<file path="config.mk">
export PLATFORM = sky130hd
export DESIGN_NAME = mips_i_immediate_op_execute
export DESIGN_NICKNAME = d
export VERILOG_FILES = /design/src/hw/rtl/mipse_pkg.sv /design/src/hw/rtl/mips_i_immediate_op_execute.sv /design/src/hw/rtl/mipse_front.sv /design/src/hw/rtl/mipse_queue.sv /design/src/hw/rtl/mipse_back.sv
export SDC_FILE = /design/constraint.sdc
export NUM_CORES = 2
export LEC_CHECK = 0
export BUFFER_PORTS_ARGS = -buffer_cell sky130_fd_sc_hd__buf_2
export CAP_MARGIN = 20
export CORE_ASPECT_RATIO = 1.2
export CORE_MARGIN = 1.5
export CORE_UTILIZATION = 25
export CTS_BUF_LIST = sky130_fd_sc_hd__clkbuf_4 sky130_fd_sc_hd__clkbuf_8
export DETAILED_ROUTE_END_ITERATION = 10
export PLACE_DENSITY = 0.39
export SYNTH_ARGS = -nofsm -noshare
export SYNTH_HDL_FRONTEND = slang
export SYNTH_SLANG_ARGS = --single-unit
</file>
<file path="constraint.sdc">
create_clock -name clk -period 13.72 [get_ports clk]
set_input_delay 0.686 -clock clk [delete_from_list [all_inputs] [get_ports clk]]
set_output_delay 0.686 -clock clk [all_outputs]
set_load 0.1 [all_outputs]
</file>
<file path="src/hw/rtl/mipse_pkg.sv">
package mipse_pkg;

    typedef enum logic [3:0] {
        CLS_REPLY,
        CLS_JUMP,
        CLS_JAL,
        CLS_BRANCH,
        CLS_ALU,
        CLS_LOAD,
        CLS_STORE,
        CLS_FWD,
        CLS_UNKNOWN
    } cls_t;

    localparam logic [2:0] KIND_DONE    = 3'd0;
    localparam logic [2:0] KIND_LOAD    = 3'd1;
    localparam logic [2:0] KIND_STORE   = 3'd2;
    localparam logic [2:0] KIND_FWD     = 3'd3;
    localparam logic [2:0] KIND_UNKNOWN = 3'd4;
    localparam logic [2:0] KIND_BRERR   = 3'd5;

    localparam logic [5:0] OP_SPECIAL = 6'h00;
    localparam logic [5:0] OP_REGIMM  = 6'h01;
    localparam logic [5:0] OP_J       = 6'h02;
    localparam logic [5:0] OP_JAL     = 6'h03;
    localparam logic [5:0] OP_BEQ     = 6'h04;
    localparam logic [5:0] OP_BNE     = 6'h05;
    localparam logic [5:0] OP_BLEZ    = 6'h06;
    localparam logic [5:0] OP_BGTZ    = 6'h07;
    localparam logic [5:0] OP_ADDI    = 6'h08;
    localparam logic [5:0] OP_ADDIU   = 6'h09;
    localparam logic [5:0] OP_SLTI    = 6'h0A;
    localparam logic [5:0] OP_SLTIU   = 6'h0B;
    localparam logic [5:0] OP_ANDI    = 6'h0C;
    localparam logic [5:0] OP_ORI     = 6'h0D;
    localparam logic [5:0] OP_LUI     = 6'h0F;
    localparam logic [5:0] OP_COP0    = 6'h10;
    localparam logic [5:0] OP_LB      = 6'h20;
    localparam logic [5:0] OP_LH      = 6'h21;
    localparam logic [5:0] OP_LW      = 6'h23;
    localparam logic [5:0] OP_LBU     = 6'h24;
    localparam logic [5:0] OP_LHU     = 6'h25;
    localparam logic [5:0] OP_SB      = 6'h28;
    localparam logic [5:0] OP_SH      = 6'h29;
    localparam logic [5:0] OP_SW      = 6'h2B;

    localparam logic [2:0] MODE_LB  = 3'd0;
    localparam logic [2:0] MODE_LH  = 3'd1;
    localparam logic [2:0] MODE_LW  = 3'd2;
    localparam logic [2:0] MODE_LBU = 3'd3;
    localparam logic [2:0] MODE_LHU = 3'd4;

    localparam logic [1:0] SIZE_BYTE = 2'd0;
    localparam logic [1:0] SIZE_HALF = 2'd1;
    localparam logic [1:0] SIZE_WORD = 2'd2;

    localparam logic [4:0]  LINK_REG = 5'b11111;
    localparam logic [31:0] PC_SEG_MASK = 32'hF000_0000;

    typedef struct packed {
        cls_t        cls;
        logic [31:0] instr;
        logic [31:0] pc;
        logic [31:0] ld;
    } item_t;

endpackage

</file>
<file path="src/hw/rtl/mips_i_immediate_op_execute.sv">
// Throughput: one item per cycle while in_stall and out_stall stay low; the execute
// stage retires one item each cycle, unless out_stall holds its result register,
// through a single register file write port and two registered read ports.
// Reset: asynchronous, active low; clears queue, pipeline and pending state.
// Register file reads as zero after reset through per-entry valid bits.
module mips_i_immediate_op_execute #(
    parameter int QDEPTH = 2
) (
    input  logic        clk,
    input  logic        rst_n,
    input  logic        in_valid,
    output logic        in_stall,
    input  logic        cmd,
    input  logic [31:0] instr_word,
    input  logic [31:0] cur_pc,
    input  logic [31:0] load_data,
    output logic        out_valid,
    input  logic        out_stall,
    output logic [2:0]  kind,
    output logic [31:0] mem_addr,
    output logic [1:0]  mem_size,
    output logic [31:0] store_data,
    output logic        branch_taken,
    output logic [31:0] branch_target
);

    logic                         push, pop, q_full, q_nonempty;
    mipse_pkg::item_t             push_item, head_item;
    logic [$clog2(QDEPTH+1)-1:0]  q_count;

    mipse_front u_front (
        .in_valid   (in_valid),
        .cmd        (cmd),
        .instr_word (instr_word),
        .cur_pc     (cur_pc),
        .load_data  (load_data),
        .q_full     (q_full),
        .in_stall   (in_stall),
        .push       (push),
        .push_item  (push_item)
    );

    mipse_queue #(
        .DEPTH (QDEPTH)
    ) u_queue (
        .clk       (clk),
        .rst_n     (rst_n),
        .push      (push),
        .push_item (push_item),
        .pop       (pop),
        .full      (q_full),
        .nonempty  (q_nonempty),
        .head_item (head_item),
        .count     (q_count)
    );

    mipse_back u_back (
        .clk           (clk),
        .rst_n         (rst_n),
        .q_nonempty    (q_nonempty),
        .q_item        (head_item),
        .pop           (pop),
        .out_valid     (out_valid),
        .out_stall     (out_stall),
        .kind          (kind),
        .mem_addr      (mem_addr),
        .mem_size      (mem_size),
        .store_data    (store_data),
        .branch_taken  (branch_taken),
        .branch_target (branch_target)
    );

    a_queue_bound: assert property (@(posedge clk) disable iff (!rst_n)
        q_count <= ($clog2(QDEPTH+1))'(QDEPTH))
        else $error("queue count overflow");

    a_taken_done: assert property (@(posedge clk) disable iff (!rst_n)
        out_valid && branch_taken |-> kind == mipse_pkg::KIND_DONE)
        else $error("taken branch with non-done kind");

    a_mem_size: assert property (@(posedge clk) disable iff (!rst_n)
        out_valid && (kind != mipse_pkg::KIND_LOAD) && (kind != mipse_pkg::KIND_STORE)
        |-> mem_addr == '0 && store_data == '0)
        else $error("memory fields set on non-memory result");

    a_pop_push: assert property (@(posedge clk) disable iff (!rst_n)
        pop |-> q_nonempty)
        else $error("pop from empty queue");

endmodule

</file>
<file path="src/hw/rtl/mipse_front.sv">
module mipse_front (
    input  logic                in_valid,
    input  logic                cmd,
    input  logic [31:0]         instr_word,
    input  logic [31:0]         cur_pc,
    input  logic [31:0]         load_data,
    input  logic                q_full,
    output logic                in_stall,
    output logic                push,
    output mipse_pkg::item_t    push_item
);

    logic [5:0]      op;
    mipse_pkg::cls_t cls;

    assign op = instr_word[31:26];

    always_comb
    begin
        case (op)
            mipse_pkg::OP_J:
                cls = mipse_pkg::CLS_JUMP;
            mipse_pkg::OP_JAL:
                cls = mipse_pkg::CLS_JAL;
            mipse_pkg::OP_BEQ, mipse_pkg::OP_BNE, mipse_pkg::OP_BLEZ, mipse_pkg::OP_BGTZ:
                cls = mipse_pkg::CLS_BRANCH;
            mipse_pkg::OP_ADDI, mipse_pkg::OP_ADDIU, mipse_pkg::OP_SLTI, mipse_pkg::OP_SLTIU,
            mipse_pkg::OP_ANDI, mipse_pkg::OP_ORI, mipse_pkg::OP_LUI:
                cls = mipse_pkg::CLS_ALU;
            mipse_pkg::OP_LB, mipse_pkg::OP_LH, mipse_pkg::OP_LW, mipse_pkg::OP_LBU,
            mipse_pkg::OP_LHU:
                cls = mipse_pkg::CLS_LOAD;
            mipse_pkg::OP_SB, mipse_pkg::OP_SH, mipse_pkg::OP_SW:
                cls = mipse_pkg::CLS_STORE;
            mipse_pkg::OP_SPECIAL, mipse_pkg::OP_REGIMM, mipse_pkg::OP_COP0:
                cls = mipse_pkg::CLS_FWD;
            default:
                cls = mipse_pkg::CLS_UNKNOWN;
        endcase
        if (cmd)
        begin
            cls = mipse_pkg::CLS_REPLY;
        end
    end

    assign in_stall = q_full;
    assign push     = in_valid && !q_full;

    always_comb
    begin
        push_item.cls   = cls;
        push_item.instr = instr_word;
        push_item.pc    = cur_pc;
        push_item.ld    = load_data;
    end

endmodule

</file>
<file path="src/hw/rtl/mipse_queue.sv">
module mipse_queue #(
    parameter int DEPTH = 2
) (
    input  logic                    clk,
    input  logic                    rst_n,
    input  logic                    push,
    input  mipse_pkg::item_t        push_item,
    input  logic                    pop,
    output logic                    full,
    output logic                    nonempty,
    output mipse_pkg::item_t        head_item,
    output logic [$clog2(DEPTH+1)-1:0] count
);

    localparam int PW = (DEPTH > 1) ? $clog2(DEPTH) : 1;
    localparam int CW = $clog2(DEPTH + 1);

    mipse_pkg::item_t slot_reg [DEPTH];
    logic [PW-1:0] wr_ptr_reg, wr_ptr_next;
    logic [PW-1:0] rd_ptr_reg, rd_ptr_next;
    logic [CW-1:0] count_reg, count_next;

    function automatic logic [PW-1:0] bump(input logic [PW-1:0] p);
        if (p == PW'(DEPTH - 1))
        begin
            return '0;
        end
        return p + PW'(1);
    endfunction

    assign full      = (count_reg == CW'(DEPTH));
    assign nonempty  = (count_reg != '0);
    assign head_item = slot_reg[rd_ptr_reg];
    assign count     = count_reg;

    always_comb
    begin
        wr_ptr_next = push ? bump(wr_ptr_reg) : wr_ptr_reg;
        rd_ptr_next = pop ? bump(rd_ptr_reg) : rd_ptr_reg;
        count_next  = count_reg;
        if (push && !pop)
        begin
            count_next = count_reg + CW'(1);
        end
        else if (pop && !push)
        begin
            count_next = count_reg - CW'(1);
        end
    end

    always_ff @(posedge clk or negedge rst_n)
    begin
        if (!rst_n)
        begin
            wr_ptr_reg <= '0;
            rd_ptr_reg <= '0;
            count_reg  <= '0;
        end
        else
        begin
            wr_ptr_reg <= wr_ptr_next;
            rd_ptr_reg <= rd_ptr_next;
            count_reg  <= count_next;
        end
    end

    always_ff @(posedge clk)
    begin
        if (push)
        begin
            slot_reg[wr_ptr_reg] <= push_item;
        end
    end

endmodule

</file>
<file path="src/hw/rtl/mipse_back.sv">
module mipse_back (
    input  logic                clk,
    input  logic                rst_n,
    input  logic                q_nonempty,
    input  mipse_pkg::item_t    q_item,
    output logic                pop,
    output logic                out_valid,
    input  logic                out_stall,
    output logic [2:0]          kind,
    output logic [31:0]         mem_addr,
    output logic [1:0]          mem_size,
    output logic [31:0]         store_data,
    output logic                branch_taken,
    output logic [31:0]         branch_target
);

    logic [31:0] gpr_mem [32];
    logic [31:0] gpr_vld_reg;

    mipse_pkg::item_t e_item_reg;
    logic        e_valid_reg, e_valid_next;
    logic [31:0] rd_a_reg, rd_b_reg;
    logic        vld_a_reg, vld_b_reg;
    logic        byp_a_reg, byp_b_reg;
    logic [31:0] byp_data_reg;

    logic [4:0]  pend_reg_reg, pend_reg_next;
    logic [2:0]  pend_mode_reg, pend_mode_next;
    logic        br_pend_reg, br_pend_next;

    logic        out_valid_reg;
    logic [2:0]  kind_reg;
    logic [31:0] mem_addr_reg;
    logic [1:0]  mem_size_reg;
    logic [31:0] store_data_reg;
    logic        taken_reg;
    logic [31:0] target_reg;

    logic        e_fire;
    logic        we;
    logic [4:0]  wa;
    logic [31:0] wd;
    logic [31:0] a, b;
    logic [5:0]  op;
    logic [4:0]  rt, q_rs, q_rt;
    logic [15:0] imm;
    logic [31:0] simm, zimm, sum;
    logic        cond, is_br;
    logic [2:0]  k;
    logic [31:0] addr_c, sdata_c, target_c;
    logic [1:0]  size_c;
    logic        taken_c;

    assign e_fire = e_valid_reg && (!out_valid_reg || !out_stall);
    assign pop    = q_nonempty && (!e_valid_reg || e_fire);
    assign q_rs   = q_item.instr[25:21];
    assign q_rt   = q_item.instr[20:16];

    // Bypass takes the write retiring on the same edge the operands are read
    assign a = byp_a_reg ? byp_data_reg : (vld_a_reg ? rd_a_reg : '0);
    assign b = byp_b_reg ? byp_data_reg : (vld_b_reg ? rd_b_reg : '0);

    assign op   = e_item_reg.instr[31:26];
    assign rt   = e_item_reg.instr[20:16];
    assign imm  = e_item_reg.instr[15:0];
    assign simm = {{16{imm[15]}}, imm};
    assign zimm = {16'h0000, imm};
    assign sum  = a + simm;

    always_comb
    begin
        k              = mipse_pkg::KIND_DONE;
        addr_c         = '0;
        size_c         = mipse_pkg::SIZE_BYTE;
        sdata_c        = '0;
        taken_c        = 1'b0;
        target_c       = '0;
        we             = 1'b0;
        wa             = rt;
        wd             = '0;
        cond           = 1'b0;
        pend_reg_next  = pend_reg_reg;
        pend_mode_next = pend_mode_reg;
        br_pend_next   = br_pend_reg;
        is_br          = (e_item_reg.cls == mipse_pkg::CLS_JUMP)
                      || (e_item_reg.cls == mipse_pkg::CLS_JAL)
                      || (e_item_reg.cls == mipse_pkg::CLS_BRANCH);

        case (op)
            mipse_pkg::OP_BEQ:  cond = (a == b);
            mipse_pkg::OP_BNE:  cond = (a != b);
            mipse_pkg::OP_BLEZ: cond = a[31] || (a == '0);
            default:            cond = !a[31] && (a != '0);
        endcase

        if (e_item_reg.cls == mipse_pkg::CLS_REPLY)
        begin
            we = 1'b1;
            wa = pend_reg_reg;
            case (pend_mode_reg)
                mipse_pkg::MODE_LB:  wd = {{24{e_item_reg.ld[7]}}, e_item_reg.ld[7:0]};
                mipse_pkg::MODE_LH:  wd = {{16{e_item_reg.ld[15]}}, e_item_reg.ld[15:0]};
                mipse_pkg::MODE_LBU: wd = {24'h000000, e_item_reg.ld[7:0]};
                mipse_pkg::MODE_LHU: wd = {16'h0000, e_item_reg.ld[15:0]};
                default:             wd = e_item_reg.ld;
            endcase
            pend_reg_next = '0;
        end
        else
        begin
            br_pend_next = 1'b0;
            if (is_br && br_pend_reg)
            begin
                k = mipse_pkg::KIND_BRERR;
            end
            else
            begin
                case (e_item_reg.cls)
                    mipse_pkg::CLS_JUMP, mipse_pkg::CLS_JAL:
                    begin
                        taken_c  = 1'b1;
                        target_c = (e_item_reg.pc & mipse_pkg::PC_SEG_MASK)
                                 | {4'h0, e_item_reg.instr[25:0], 2'b00};
                        if (e_item_reg.cls == mipse_pkg::CLS_JAL)
                        begin
                            we = 1'b1;
                            wa = mipse_pkg::LINK_REG;
                            wd = e_item_reg.pc + 32'd4;
                        end
                    end
                    mipse_pkg::CLS_BRANCH:
                    begin
                        if (cond)
                        begin
                            taken_c  = 1'b1;
                            target_c = e_item_reg.pc + {simm[29:0], 2'b00};
                        end
                    end
                    mipse_pkg::CLS_ALU:
                    begin
                        we = 1'b1;
                        case (op)
                            mipse_pkg::OP_SLTI:  wd = {31'd0, $signed(a) < $signed(simm)};
                            mipse_pkg::OP_SLTIU: wd = {31'd0, a < simm};
                            mipse_pkg::OP_ANDI:  wd = a & zimm;
                            mipse_pkg::OP_ORI:   wd = a | zimm;
                            mipse_pkg::OP_LUI:   wd = {imm, 16'h0000};
                            default:             wd = sum;
                        endcase
                    end
                    mipse_pkg::CLS_LOAD:
                    begin
                        k             = mipse_pkg::KIND_LOAD;
                        addr_c        = sum;
                        pend_reg_next = rt;
                        case (op)
                            mipse_pkg::OP_LB:
                            begin
                                size_c = mipse_pkg::SIZE_BYTE;
                                pend_mode_next = mipse_pkg::MODE_LB;
                            end
                            mipse_pkg::OP_LH:
                            begin
                                size_c = mipse_pkg::SIZE_HALF;
                                pend_mode_next = mipse_pkg::MODE_LH;
                            end
                            mipse_pkg::OP_LBU:
                            begin
                                size_c = mipse_pkg::SIZE_BYTE;
                                pend_mode_next = mipse_pkg::MODE_LBU;
                            end
                            mipse_pkg::OP_LHU:
                            begin
                                size_c = mipse_pkg::SIZE_HALF;
                                pend_mode_next = mipse_pkg::MODE_LHU;
                            end
                            default:
                            begin
                                size_c = mipse_pkg::SIZE_WORD;
                                pend_mode_next = mipse_pkg::MODE_LW;
                            end
                        endcase
                    end
                    mipse_pkg::CLS_STORE:
                    begin
                        k      = mipse_pkg::KIND_STORE;
                        addr_c = sum;
                        case (op)
                            mipse_pkg::OP_SB:
                            begin
                                size_c  = mipse_pkg::SIZE_BYTE;
                                sdata_c = {24'h000000, b[7:0]};
                            end
                            mipse_pkg::OP_SH:
                            begin
                                size_c  = mipse_pkg::SIZE_HALF;
                                sdata_c = {16'h0000, b[15:0]};
                            end
                            default:
                            begin
                                size_c  = mipse_pkg::SIZE_WORD;
                                sdata_c = b;
                            end
                        endcase
                    end
                    mipse_pkg::CLS_FWD:
                        k = mipse_pkg::KIND_FWD;
                    default:
                        k = mipse_pkg::KIND_UNKNOWN;
                endcase
            end
            if (taken_c)
            begin
                br_pend_next = 1'b1;
            end
        end
        // drop writes to r0
        we = we && (wa != '0) && e_fire;
    end

    always_comb
    begin
        e_valid_next = e_valid_reg;
        if (pop)
        begin
            e_valid_next = 1'b1;
        end
        else if (e_fire)
        begin
            e_valid_next = 1'b0;
        end
    end

    always_ff @(posedge clk)
    begin
        if (we)
        begin
            gpr_mem[wa] <= wd;
        end
        if (pop)
        begin
            rd_a_reg <= gpr_mem[q_rs];
            rd_b_reg <= gpr_mem[q_rt];
        end
    end

    always_ff @(posedge clk)
    begin
        if (pop)
        begin
            e_item_reg   <= q_item;
            byp_data_reg <= wd;
        end
        if (e_fire)
        begin
            kind_reg       <= k;
            mem_addr_reg   <= addr_c;
            mem_size_reg   <= size_c;
            store_data_reg <= sdata_c;
            taken_reg      <= taken_c;
            target_reg     <= target_c;
        end
    end

    always_ff @(posedge clk or negedge rst_n)
    begin
        if (!rst_n)
        begin
            gpr_vld_reg   <= '0;
            e_valid_reg   <= 1'b0;
            vld_a_reg     <= 1'b0;
            vld_b_reg     <= 1'b0;
            byp_a_reg     <= 1'b0;
            byp_b_reg     <= 1'b0;
            pend_reg_reg  <= '0;
            pend_mode_reg <= '0;
            br_pend_reg   <= 1'b0;
            out_valid_reg <= 1'b0;
        end
        else
        begin
            e_valid_reg <= e_valid_next;
            if (we)
            begin
                gpr_vld_reg[wa] <= 1'b1;
            end
            if (pop)
            begin
                vld_a_reg <= gpr_vld_reg[q_rs];
                vld_b_reg <= gpr_vld_reg[q_rt];
                byp_a_reg <= we && (wa == q_rs);
                byp_b_reg <= we && (wa == q_rt);
            end
            if (e_fire)
            begin
                pend_reg_reg  <= pend_reg_next;
                pend_mode_reg <= pend_mode_next;
                br_pend_reg   <= br_pend_next;
                out_valid_reg <= 1'b1;
            end
            else if (!out_stall)
            begin
                out_valid_reg <= 1'b0;
            end
        end
    end

    assign out_valid     = out_valid_reg;
    assign kind          = kind_reg;
    assign mem_addr      = mem_addr_reg;
    assign mem_size      = mem_size_reg;
    assign store_data    = store_data_reg;
    assign branch_taken  = taken_reg;
    assign branch_target = target_reg;

endmodule
</file>
==> metrics.md <==
| Metric | Value |
|---|---|
| Run status | completed |
| Area share of the leading cell type in the synthesized netlist | roughly three fifths |
| Most repeated cell in the gate-level netlist after synthesis | sky130_fd_sc_hd__nand2_1 |
| Crit Path Category | reg -> reg |
| H-Tree Level Count | 5 |
| Static Leakage | 32.71 nW |
| Number of global-route vias before repair | 61313 |
| Antenna-violating nets left | 0 |
| Later-pin clock latency in the skew report | roughly 1 ns |
| Place WS | ~7.9 ns |
| Row count | 223 |
| Met2 Resource Use GR | 35.22% |
| Seq/Total Area, Yosys | roughly three fifths |
| Synth Register Bits | roughly 1600 |
| HPWL Detailed | between 150000 and 200000 µm |
| Ratio of final minimum period to clock period | between 40% and 50% |
| Number of enable-type register cells in the synthesized netlist | 1522 |
| Min Tclk post-route | 5.950 ns |
| Max-slew violation count | 0 |
| Post-Syn Instances | about 7400 |
| Number of maximum-capacitance constraint violations | 0 |
| Global routing usage on met3 | between 2 and 3% |
| Global-route layer with the greatest usage | met2 |
| Number of flip-flops under the largest register name | 1024 |
| Arrival time reported for the critical path endpoint | about 6.7 ns |
| Detailed router's first-iteration violation count | between 6000 and 7000 |
| Global-route track usage on met1 | 26.13% |
| Post-Route Setup TNS | 0 ns |
| Total instance count after detailed placement | 11335 |
| Initial Util | around a quarter |
| Area added between synthesis and finish | 16.03% |
| Required time worst endpoint | 14.48 ns |
| Placeable core area | about 310000 µm² |
| Die width | approximately 510 µm |
| Classification of the worst-slack hold path | in -> reg |
| Clock buffer count from CTS | between 200 and 300 |
| Least-Margin Pin Slew | around 1.2 ns |
| Number of sinks handled by clock tree synthesis | ~1600 |
| Max Freq | about 170 MHz |
| Ratio of cells with drive above 1 in the final layout | a little over an eighth |
| Final wirelength | 334400 µm |
| I/O Buffers | 204 |
| Post-Layout Cell Count | between 10000 and 15000 |
| Maximum number of pins on one net before global-route repair | 134 |
| Maximum vdd ir drop | 0.1514 mV |
| Startpoint types | register |
| Fill cell total of the finished layout | around 32000 |
| Cells taking the most area after synthesis | sky130_fd_sc_hd__edfxtp_1 59%, sky130_fd_sc_hd__nand2_1 11%, sky130_fd_sc_hd__nand3_1 7.1%, sky130_fd_sc_hd__a311oi_1 3.8%, sky130_fd_sc_hd__clkbuf_1 2.3% |
| CTS tree | built |
| Top cell types by occurrence after synthesis | 2270 x sky130_fd_sc_hd__nand2_1, 1522 x sky130_fd_sc_hd__edfxtp_1, 1099 x sky130_fd_sc_hd__nand3_1 |
| Clock transition at the registers of the reported paths | around 0.06 ns |
| Total overflow reported by the global router | 0 |
| Clock tree root driver cell | sky130_fd_sc_hd__clkbuf_8 |
| Number of antenna violations at the first check in global routing | 13 |
| Cell Pwr Density | around 240 nW/µm² |
| Finish-stage setup viols | 0 |
| Final worst setup slack | between 7 and 8 ns |
| Total die area | between 300000 and 400000 µm² |
| Die Y | roughly 600 µm |
| Total area of multi-input combinational cells | between 20000 and 30000 µm² |
| Largest fanout of any net on the critical path | ~120 |
| RSZ-0062 raised after global routing | no |
| Biggest area consumer among synthesized cells | sky130_fd_sc_hd__edfxtp_1 |
| Post CTS Setup Buffer Count | 0 |
| Gpl congestion | approximately 0.9 |
| Sort of element at the end of the critical path | register |
| Total of cells resized after clock tree synthesis | 0 |
| Wire length of the first global-routing pass | roughly 460000 µm |
| Top_reg_cell synth | sky130_fd_sc_hd__edfxtp_1 |
| Total routing usage reported by global routing | 20.75% |
| Number of vias in the routed layout | 62298 |
| Synthesized area divided by synthesized cell count | between 10 and 15 µm² |
| 1st-pass router iterations | 8 |
| Netlist Area Pre-Place | roughly 77000 µm² |
| Count of different cell masters after synthesis | 79 |
| Relative slew margins | a little under a quarter |
| Post-Route Skew | approximately 0.096 ns |
| Post-CTS Hold Buffers | 93 |
| Number of top-level pins | around 210 |
| Warnings from Yosys | 0 |
| Async S/R FF share, synth | 3.242% |
| CTS max path bufs | 4 |
| Number of hold violations in the final report | 0 |
| Footprint of the flip-flops and latches | approximately 47000 µm² |
| Via count normalized by instance count | about 5.2 |
| Post-detailed-route DRC marker count | 0 |
| Layout Nets | approximately 7900 |
| DR WL/cell | between 20 and 30 µm |
==> routing by layer <==
metal,share of wire [%],up-vias
li1,-,27454
met1,41,31436
met2,48,2788
met3,6.4,618
met4,4.4,2
met5,0.0039,-
==> kinds of logic after synthesis <==
family,Yosys count,share of synthesized area (%)
AND/OR/NAND/NOR,3940,22.18
flip-flops,1573,60.90
AO/OA/AOI/OAI,919,8.876
buffers and inverters,630,3.148
XOR/XNOR,125,1.419
adder cells (fa/ha/maj),119,1.950
multiplexers,105,1.515
other,1,0.004861
==> worst paths after layout <==
kind / depth (start not counted) / startpoint / end / slack (ns)
max: 12 / u_queue.rd_ptr_reg / u_back.rd_b_reg[18] / 7.77
min: 1 / instr_word[26] / u_queue.slot_reg[1][90] / 0.11
max reg2reg: 12 / u_queue.rd_ptr_reg / u_back.rd_b_reg[18] / 7.77
min reg2reg: 0 / u_back.gpr_vld_reg[0] / u_back.gpr_vld_reg[0] / 0.42
max in group asynchronous: 3 / rst_n / u_queue.rd_ptr_reg / 12.49
min in group asynchronous: 3 / rst_n / u_back.br_pend_reg / 0.49
==> final cells by class <==
type / count / share of cell area [%]
inverters: 95 / 0.4515
diodes: 9 / 0.02516
well taps: 4050 / 5.662
clock inverters: 104 / 0.7409
multi-input cells: 5240 / 31.71
flip-flops and latches: 1573 / 52.50
clock buffers: 375 / 5.137
repair buffers: 470 / 3.781
==> cell usage in the layout (no fill, tap or decap), drive strengths merged, types with 80 or more instances in the layout <==
cell,instances
a21oi,131
and3,146
clkbuf,375
inv,102
xnor2,83
a311oi,332
mux2,94
nand3,1099
a21o,91
edfxtp,1522
nor2,209
dlygate4sd3,93
clkinv,80
nand2,2270
ha,117
buf,377
==> power by group <==
part	total, mW	internal, mW	switching, mW	leakage [nW]
logic	10.3	2.69	7.58	14.8
clock network	4.36	2.29	2.07	2.77
registers	7.24	6.57	0.665	15.1
total	21.9	11.6	10.3	32.7
==> worst max-delay path, stage by stage, from the launching register on <==
cell                       delay (ns)
sky130_fd_sc_hd__dfrtp_4         0.68
sky130_fd_sc_hd__mux2i_4         0.39
sky130_fd_sc_hd__buf_4           0.62
sky130_fd_sc_hd__buf_12          0.52
sky130_fd_sc_hd__buf_4           0.83
sky130_fd_sc_hd__buf_4           0.65
sky130_fd_sc_hd__buf_4           0.62
sky130_fd_sc_hd__nand2_1         0.10
sky130_fd_sc_hd__and3_1          0.18
sky130_fd_sc_hd__a311oi_1        0.26
sky130_fd_sc_hd__a311oi_1        0.08
sky130_fd_sc_hd__a311oi_1        0.26
sky130_fd_sc_hd__a21o_1          0.12
==> through the flow <==
stage                     area (µm²)  total power, mW  utilization [%]  hold slack, ns
after floorplan                77250            13.48                -          0.3904
after CTS                      89480            21.98            29.13         0.02691
final                          89500            21.86            29.14          0.1116
after global placement         83290            17.52            27.11          0.3857
after global routing           89500            22.91            29.13         0.07577
after detailed placement       83290            17.51            27.11          0.3945
No activity file was read; power rests on OpenSTA's default activity.
